File: src/hdl/kle_pkg.sv
// ----------------------------------------------------------------------------
// kle_pkg
// Shared types and constants for the keystroke line editor: line capacity,
// store widths, key codes and the packed input and result beats.
// ----------------------------------------------------------------------------
package kle_pkg;

    // Line capacity and the widths that follow from it.
    localparam int unsigned LINE_MAX = 64;
    localparam int unsigned ADDR_W   = $clog2(LINE_MAX);
    localparam int unsigned CNT_W    = $clog2(LINE_MAX + 1);
    localparam int unsigned CHAR_W   = 8;

    localparam logic [CNT_W-1:0] LINE_CNT = CNT_W'(LINE_MAX);

    // Keystroke codes with a special meaning; every other byte is inserted if the line has room.
    localparam logic [CHAR_W-1:0] KEY_LEFT  = 8'h3C;
    localparam logic [CHAR_W-1:0] KEY_RIGHT = 8'h3E;
    localparam logic [CHAR_W-1:0] KEY_BACK  = 8'h2D;

    // Input beat.
    typedef struct packed {
        logic              func;
        logic [CHAR_W-1:0] key;
    } t_in;

    // Result beat.
    typedef struct packed {
        logic [CHAR_W-1:0] out_char;
        logic              last;
        logic              line_empty;
        logic              overflowed;
    } t_out;

endpackage

File: src/hdl/kle_ram.sv
// ----------------------------------------------------------------------------
// kle_ram
// One character stack store: a single write port and a single read port
// with registered read data.
// ----------------------------------------------------------------------------
module kle_ram
    import kle_pkg::*;
(
    input  logic              i_clk,
    input  logic              i_we,
    input  logic [ADDR_W-1:0] i_waddr,
    input  logic [CHAR_W-1:0] i_wdata,
    input  logic              i_re,
    input  logic [ADDR_W-1:0] i_raddr,
    output logic [CHAR_W-1:0] o_rdata
);

    logic [CHAR_W-1:0] r_mem [LINE_MAX];
    logic [CHAR_W-1:0] r_rdata;

    // Write port.
    always_ff @(posedge i_clk) begin
        if (i_we) begin
            r_mem[i_waddr] <= i_wdata;
        end
    end

    // Read port; the data register holds its value when no read is issued.
    always_ff @(posedge i_clk) begin
        if (i_re) begin
            r_rdata <= r_mem[i_raddr];
        end
    end

    assign o_rdata = r_rdata;

endmodule

File: src/hdl/keystroke_line_editor_core.sv
// ----------------------------------------------------------------------------
// keystroke_line_editor_core
// Insert-mode line editor held as a gap buffer in two stack stores.
// ----------------------------------------------------------------------------
// An item is taken when start is high and busy is low. Insert, backspace,
// a dropped insert and a cursor move that cannot happen leave busy low; a
// cursor move that shifts a character holds busy in S_MOVE, because the
// character is read from one store and written into the other on the
// following cycle. A flush holds busy while the read address walks one
// character per cycle; each result passes the store read register and the
// result register, one beat per cycle on o_valid. A flush of an empty line
// gives one beat marked empty. The receiver cannot stall, so every beat
// must be taken in the cycle that it is shown.
module keystroke_line_editor_core
    import kle_pkg::*;
(
    input  logic i_clk,
    input  logic i_rst_n,
    input  logic start,
    output logic busy,
    input  t_in  i_item,
    output logic o_valid,
    output t_out o_result
);

    typedef enum logic [2:0] {
        S_IDLE  = 3'b001,
        S_MOVE  = 3'b010,
        S_FLUSH = 3'b100
    } t_state;

    t_state            r_state, n_state;
    logic [CNT_W-1:0]  r_bc, n_bc;
    logic [CNT_W-1:0]  r_ac, n_ac;
    logic              r_drop, n_drop;
    logic [ADDR_W-1:0] r_idx, n_idx;
    logic [ADDR_W-1:0] r_last_idx, n_last_idx;
    logic              r_mv_right, n_mv_right;
    logic              r_rd_vld;
    logic              r_rd_after;
    logic              r_rd_last;
    logic              r_out_vld;
    t_out              r_out;

    logic              w_accept;
    logic [CNT_W:0]    w_total;
    logic              w_is_key;
    logic              w_special;
    logic              w_left, w_right, w_back, w_ins, w_drop;
    logic              w_flush, w_flush_empty, w_flush_go;
    logic              w_in_before;
    logic              w_flush_end;

    logic              bf_we, bf_re, af_we, af_re;
    logic [ADDR_W-1:0] bf_waddr, bf_raddr, af_waddr, af_raddr;
    logic [CHAR_W-1:0] bf_wdata, bf_rdata, af_wdata, af_rdata;

    // Handshake and decode of the incoming keystroke.
    assign busy     = (r_state != S_IDLE) || r_rd_vld;
    assign w_accept = start && !busy;
    assign w_total  = {1'b0, r_bc} + {1'b0, r_ac};

    assign w_is_key  = w_accept && !i_item.func;
    assign w_special = (i_item.key == KEY_LEFT) || (i_item.key == KEY_RIGHT) ||
                       (i_item.key == KEY_BACK);
    assign w_left    = w_is_key && (i_item.key == KEY_LEFT) &&
                       (r_bc != '0) && (r_ac != LINE_CNT);
    assign w_right   = w_is_key && (i_item.key == KEY_RIGHT) &&
                       (r_ac != '0) && (r_bc != LINE_CNT);
    assign w_back    = w_is_key && (i_item.key == KEY_BACK) && (r_bc != '0);
    assign w_ins     = w_is_key && !w_special && (w_total < {1'b0, LINE_CNT});
    assign w_drop    = w_is_key && !w_special && !(w_total < {1'b0, LINE_CNT});

    assign w_flush       = w_accept && i_item.func;
    assign w_flush_empty = w_flush && (w_total == '0);
    assign w_flush_go    = w_flush && (w_total != '0);

    // During a flush the left stack is read bottom up, then the right one top down.
    assign w_in_before = CNT_W'(r_idx) < r_bc;
    assign w_flush_end = (r_state == S_FLUSH) && (r_idx == r_last_idx);

    // Next-state logic for the sequencer and the stack counts.
    always_comb begin
        n_state    = r_state;
        n_bc       = r_bc;
        n_ac       = r_ac;
        n_drop     = r_drop;
        n_idx      = r_idx;
        n_last_idx = r_last_idx;
        n_mv_right = r_mv_right;
        unique case (r_state)
            S_IDLE: begin
                priority if (w_left) begin
                    n_bc       = r_bc - 1'b1;
                    n_mv_right = 1'b0;
                    n_state    = S_MOVE;
                end else if (w_right) begin
                    n_ac       = r_ac - 1'b1;
                    n_mv_right = 1'b1;
                    n_state    = S_MOVE;
                end else if (w_back) begin
                    n_bc = r_bc - 1'b1;
                end else if (w_ins) begin
                    n_bc = r_bc + 1'b1;
                end else if (w_drop) begin
                    n_drop = 1'b1;
                end else if (w_flush_go) begin
                    n_idx      = '0;
                    n_last_idx = ADDR_W'(w_total - 1'b1);
                    n_state    = S_FLUSH;
                end else begin
                    n_state = S_IDLE;
                end
            end
            S_MOVE: begin
                if (r_mv_right) begin
                    n_bc = r_bc + 1'b1;
                end else begin
                    n_ac = r_ac + 1'b1;
                end
                n_state = S_IDLE;
            end
            S_FLUSH: begin
                n_idx = r_idx + 1'b1;
                if (w_flush_end) begin
                    n_bc    = '0;
                    n_ac    = '0;
                    n_state = S_IDLE;
                end
            end
            default: begin
                n_state = S_IDLE;
            end
        endcase
    end

    // Control registers.
    always_ff @(posedge i_clk) begin
        if (!i_rst_n) begin
            r_state    <= S_IDLE;
            r_bc       <= '0;
            r_ac       <= '0;
            r_drop     <= 1'b0;
            r_idx      <= '0;
            r_last_idx <= '0;
            r_mv_right <= 1'b0;
            r_rd_vld   <= 1'b0;
            r_out_vld  <= 1'b0;
        end else begin
            r_state    <= n_state;
            r_bc       <= n_bc;
            r_ac       <= n_ac;
            r_drop     <= n_drop;
            r_idx      <= n_idx;
            r_last_idx <= n_last_idx;
            r_mv_right <= n_mv_right;
            r_rd_vld   <= (r_state == S_FLUSH);
            r_out_vld  <= r_rd_vld || w_flush_empty;
        end
    end

    // Left stack store: inserts and right moves write, left moves and flushes read.
    assign bf_we    = w_ins || ((r_state == S_MOVE) && r_mv_right);
    assign bf_waddr = r_bc[ADDR_W-1:0];
    assign bf_wdata = w_ins ? i_item.key : af_rdata;
    assign bf_re    = w_left || ((r_state == S_FLUSH) && w_in_before);
    assign bf_raddr = (r_state == S_FLUSH) ? r_idx : ADDR_W'(r_bc - 1'b1);

    // Right stack store: left moves write, right moves and flushes read.
    assign af_we    = (r_state == S_MOVE) && !r_mv_right;
    assign af_waddr = r_ac[ADDR_W-1:0];
    assign af_wdata = bf_rdata;
    assign af_re    = w_right || ((r_state == S_FLUSH) && !w_in_before);
    assign af_raddr = (r_state == S_FLUSH) ? (r_last_idx - r_idx) : ADDR_W'(r_ac - 1'b1);

    kle_ram u_before (
        .i_clk   (i_clk),
        .i_we    (bf_we),
        .i_waddr (bf_waddr),
        .i_wdata (bf_wdata),
        .i_re    (bf_re),
        .i_raddr (bf_raddr),
        .o_rdata (bf_rdata)
    );

    kle_ram u_after (
        .i_clk   (i_clk),
        .i_we    (af_we),
        .i_waddr (af_waddr),
        .i_wdata (af_wdata),
        .i_re    (af_re),
        .i_raddr (af_raddr),
        .o_rdata (af_rdata)
    );

    // Tags that travel alongside each flush read.
    always_ff @(posedge i_clk) begin
        r_rd_after <= !w_in_before;
        r_rd_last  <= w_flush_end;
    end

    // Result register: a character from the stores or the empty-line beat.
    always_ff @(posedge i_clk) begin
        if (r_rd_vld) begin
            r_out.out_char   <= r_rd_after ? af_rdata : bf_rdata;
            r_out.last       <= r_rd_last;
            r_out.line_empty <= 1'b0;
            r_out.overflowed <= r_drop;
        end else begin
            r_out.out_char   <= '0;
            r_out.last       <= 1'b1;
            r_out.line_empty <= 1'b1;
            r_out.overflowed <= r_drop;
        end
    end

    assign o_valid  = r_out_vld;
    assign o_result = r_out;

    // The two stacks never hold more than a full line between them.
    a_capacity: assert property (@(posedge i_clk) disable iff (!i_rst_n)
        ({1'b0, r_bc} + {1'b0, r_ac}) <= {1'b0, LINE_CNT})
        else $error("gap buffer holds more than a full line");

    // A character move completes in the cycle after it was accepted.
    a_move_len: assert property (@(posedge i_clk) disable iff (!i_rst_n)
        (r_state == S_MOVE) |=> (r_state == S_IDLE))
        else $error("character move did not finish in one cycle");

    // Issuing the final flush read empties both stacks.
    a_flush_clear: assert property (@(posedge i_clk) disable iff (!i_rst_n)
        w_flush_end |=> ((r_bc == '0) && (r_ac == '0)))
        else $error("stacks not cleared after flush");

    // No new item may enter while a flush read is still in flight.
    a_rd_busy: assert property (@(posedge i_clk) disable iff (!i_rst_n)
        r_rd_vld |-> busy)
        else $error("item accepted with a flush read in flight");

    // Every flush read whose data has left the store turns into a result beat on the next cycle.
    a_rd_out: assert property (@(posedge i_clk) disable iff (!i_rst_n)
        r_rd_vld |=> o_valid)
        else $error("flush read did not produce a result beat");

endmodule
File: config.mk
export PLATFORM = sky130hd
export DESIGN_NAME = keystroke_line_editor_core
export DESIGN_NICKNAME = d
export VERILOG_FILES = /design/src/hdl/kle_pkg.sv /design/src/hdl/kle_ram.sv /design/src/hdl/keystroke_line_editor_core.sv
export SDC_FILE = /design/constraint.sdc
export NUM_CORES = 1
export LEC_CHECK = 0
export CORE_AREA = 4 4 427 429
export CTS_CLUSTER_DIAMETER = 40
export CTS_CLUSTER_SIZE = 10
export DETAILED_ROUTE_END_ITERATION = 12
export DIE_AREA = 0 0 431 433
export DONT_BUFFER_PORTS = 1
export SLEW_MARGIN = 25
export SYNTH_ARGS = -nofsm -noshare
export SYNTH_HDL_FRONTEND = slang
export SYNTH_SLANG_ARGS = --single-unit
File: constraint.sdc
create_clock -name i_clk -period 6.69 [get_ports i_clk]
set_clock_uncertainty 0.15 [all_clocks]
set_input_delay 2.007 -clock i_clk [delete_from_list [all_inputs] [get_ports i_clk]]
set_output_delay 2.007 -clock i_clk [all_outputs]
set_load 0.05 [all_outputs]
==> impl_summary.log <==
INFO  metric ioPinCount = 25
INFO  metric fraction_of_synthesis_flops_using_an_asynchronous_set_or_reset_pin = 0%
INFO  metric cts_max_level = 4
INFO  metric antenna_violations_before_repair = 5
INFO  metric areaGrowthSynthToFinish = 16.40%
INFO  metric internal_power = around 13 mW
INFO  metric wl_met2 = ~57,000 um
INFO  metric clock_sink_count = between 1,000 and 1,500
INFO  metric power.ir.vdd_worst = 225.2 uV
INFO  metric globalRouteOverflowTotal = 0
INFO  metric cp-end-kind = flip-flop
INFO  metric status = completed
INFO  metric worstPathMaxFanout = 17
INFO  metric final_min_period_over_clock_period = 71.21%
INFO  metric placedCellCount = approximately 5,300
INFO  metric final-max-slew-violation-count = 0
INFO  metric timing.final.crit_period = 4764 ps
INFO  metric most_common_cell_after_layout_fill_and_taps_aside = sky130_fd_sc_hd__edfxtp_1
INFO  metric drt_drc_violations_left = 0
INFO  metric port_buffers = 0
INFO  metric dieArea = 186,600 um^2
INFO  metric detailed_routing_iterations_pass_1 = 6
INFO  metric yosys.cell_types.count = between 80 and 90
INFO  metric met3RoutedLength = between 8000 and 9000 um
INFO  metric floorplan.die.height = between 400 and 500 um
INFO  metric grt_first_pass_wirelength = around 170,000 um
INFO  metric crit_path_cell_trace = ha_1, inv_1, fa_1, nor2b_1, o21ai_0, a2111oi_0, a211oi_1, nor3_2, o21a_1, nand3_1, nor2_1
INFO  metric synth_warnings = 0
INFO  metric clock.fmax = 0.2099 GHz
INFO  metric final_layout_size_suffix_gt1_share = around an eighth
INFO  metric grt_pass1_vias = 25,960
INFO  metric hold_viol = 0
INFO  metric ctsLongestPathBuffers = 3
INFO  metric placedInstanceArea = around 47,000 um^2
INFO  metric core.rowCount = roughly 160
INFO  metric min_path_type = flip-flop to flip-flop
INFO  metric clock_insertion_delay_worst_skew = between 700 and 800 ps
INFO  metric worst_slew_pin_slew = around 1100 ps
INFO  metric finalSetupViolations = 0
INFO  metric postLayoutSetupSlackWorst = approximately 1900 ps
INFO  metric timing.critical_path.from_type = flip-flop
INFO  metric postRouteWirelength = 117,100 um
INFO  metric tritoncts_clock_tree = yes
INFO  metric ys.flop_type = sky130_fd_sc_hd__edfxtp_1
INFO  metric synth-seq-cells = 1,086
INFO  metric power.switching = ~4 mW
INFO  metric wl_per_cell = 21.06 um
INFO  metric final_design_area_no_fill = ~52,000 um^2
INFO  metric core = around 180,000 um^2
INFO  metric synthesis.area = approximately 45,000 um^2
INFO  metric cp_slowest_cell = sky130_fd_sc_hd__dfxtp_1
INFO  metric cts_inserted_buffers = between 100 and 150
INFO  metric die_width = between 400 and 500 um
INFO  metric detail_route.iter0.violations = between 3,000 and 4,000
INFO  metric worst_ep_required_time = ~7000 ps
INFO  metric syn-instance-count = 3,091
INFO  metric critical_path_arrival = between 4000 and 5000 ps
INFO  metric ant_nets = 0
INFO  metric layoutNonFillerInstCount = approximately 5,600
INFO  metric num_vias = ~26,000
INFO  metric setup_total_negative_slack = 0 ps
INFO  metric max-slew-margin-rel = about a quarter
INFO  metric static-leakage-power = between 15 and 20 nW
INFO  metric finish.net_count = ~3,100
INFO  metric cts-root-buf = sky130_fd_sc_hd__clkbuf_16
INFO  metric critical_path.max_stage_delay = approximately 780 ps
INFO  metric gp_congestion = 0.8346
INFO  metric post-cts-setup-buffers = 0
INFO  metric netSwitchingFraction = around a quarter
INFO  metric route.detailed.vias_per_inst = between 4 and 5
INFO  metric preCtsSetupSlack = 1704 ps
INFO  metric dp.final_hpwl = 71,760 um
INFO  metric clkTransAtPathRegs = around 50 ps
INFO  metric n_fill_cell = approximately 18,000
INFO  metric initial_utilization = 24.97%
INFO  metric finalPower = around 16 mW
INFO  metric power.share.combinational = under 10%
INFO  metric synth_area_per_cell = about 14 um^2
INFO  metric number_of_nets_produced_by_synthesis = around 3,100
INFO  metric top_layer_used = met5
INFO  metric cts-hold-fix-buffers = 0
INFO  metric rsz0062_at_grt = false
INFO  metric power.density_cell_area = around 320 nW/um^2
INFO  metric count_of_instances_resized_after_the_clock_tree_is_built = 0
INFO  metric pin_count_of_the_biggest_net_entering_global_routing = between 80 and 90
INFO  metric pwr-share-seq = between 40% and 50%
INFO  metric global_route_usage_over_all_layers = approximately 12%
INFO  metric pwr-share-clk = ~45%
INFO  metric wirelength_met1 = just under 50,000 um
INFO  metric number_of_enable_flip_flop_cells_after_synthesis = about 1,000
INFO  metric timing.setup.critical_path_class = flip-flop to flip-flop
INFO  metric ys_seq_area_share = 72.25%
INFO  metric layout_common_cells = sky130_fd_sc_hd__edfxtp_1 (1,040), sky130_fd_sc_hd__nand2_1 (615), sky130_fd_sc_hd__nand3_1 (288)
INFO  metric max_cap_violations = 0
## cells by family (layout without fill, tap and decap cells)
logic type | Yosys count | in the layout | synth area share (%)
simple gates | 1253 | 1253 | 12.35
compound gates | 347 | 347 | 5.193
other cells | 0 | 4 | 0
xor+xnor | 15 | 15 | 0.2952
mux | 164 | 164 | 6.897
fa+ha+maj | 25 | 25 | 0.7367
flops | 1086 | 1086 | 72.25
buf+inv | 201 | 310 | 2.286
## stage by stage
step	hold WS (ps)	utilization, %
after floorplan	181.4	-
after global placement	192.1	26.45
after detailed placement	188.0	26.45
after CTS	202.1	29.04
after global routing	207.5	29.06
final	201.2	29.06
## synthesized netlist by cell type (all sizes together) (4+ instances only)
cell type / n / area, um^2
o31a: 5 / 43.79
o21ai: 29 / 145.1
nor4: 10 / 68.81
nand2b: 10 / 62.56
a221oi: 6 / 58.80
o31ai: 5 / 42.54
a22oi: 40 / 300.3
nor2b: 5 / 31.28
nand4: 7 / 43.79
nor2: 193 / 724.4
a32oi: 5 / 43.79
ha: 23 / 287.8
a311oi: 17 / 155.1
xor2: 8 / 70.07
nand3: 288 / 1441
a21o: 13 / 97.59
and3: 45 / 281.5
mux2: 18 / 206.4
a21oi: 118 / 605.6
nand3b: 6 / 45.04
nor4b: 4 / 41.29
o22ai: 30 / 187.7
mux2i: 36 / 385.4
inv: 22 / 82.58
nor3: 25 / 125.1
or3: 18 / 112.6
o2111ai: 5 / 43.79
a31oi: 27 / 168.9
edfxtp: 1040 / 31230
dfxtp: 46 / 920.9
mux4: 110 / 2477
buf: 120 / 711.9
a211oi: 16 / 130.1
clkbuf: 58 / 219.0
or2: 5 / 31.28
xnor2: 7 / 61.31
and2: 8 / 50.05
nand2: 615 / 2308
## registers in the layout (all words and copies together), names as in the netlist, 3 cells and up
register,cells
r_ac,7
r_bc,7
u_before.r_mem,512
u_after.r_mem,512
o_result,11
r_state,3
u_before.o_rdata,8
r_idx,6
u_after.o_rdata,8
r_last_idx,6
## power by group through the flow
stage	combinational (mW)	clock [mW]	sequential [mW]
floorplan	1.12	0	7.58
global placement	1.59	0	7.60
detailed placement	1.61	0	7.60
CTS	1.62	7.53	7.46
global route	1.75	7.85	7.46
finish	1.62	7.41	7.47
## area by class of cell
cell class | instances | area [um^2] | area share (%)
clock buffers | 178 | 3933 | 7.592
well taps | 2355 | 2947 | 5.688
clock inverters | 63 | 680.7 | 1.314
flip-flops and latches | 1086 | 32150 | 62.07
repair buffers | 46 | 508.0 | 0.9807
diodes | 4 | 10.01 | 0.01932
inverters | 23 | 86.33 | 0.1667
multi-input cells | 1804 | 11480 | 22.17
## routing by layer
| layer | track usage [%] | vias to the layer above |
|---|---|---|
| met4 | 4.302 | 2 |
| met1 | 16.24 | 13340 |
| met5 | 0 | - |
| met3 | 2.444 | 216 |
| li1 | - | 11770 |
| met2 | 20.18 | 1147 |
## critical path, delay by kind of cell (launching register included)
kind	cells	cell delay, ps
flip-flops	1	780
buffers and inverters	1	50
AND/OR/NAND/NOR	4	1700
adder cells (fa/ha/maj)	2	680
AO/OA/AOI/OAI	4	1020
## worst paths after layout
check / startpoint / to / slack (ps) / cells after the start
max: r_bc[0] / u_before.r_mem[61][5] / 1930 / 11
min: r_drop / o_result[0] / 200 / 0
max reg2reg: r_bc[0] / u_before.r_mem[61][5] / 1930 / 11
min reg2reg: r_drop / o_result[0] / 200 / 0
No activity file was read; power rests on OpenSTA's default activity.
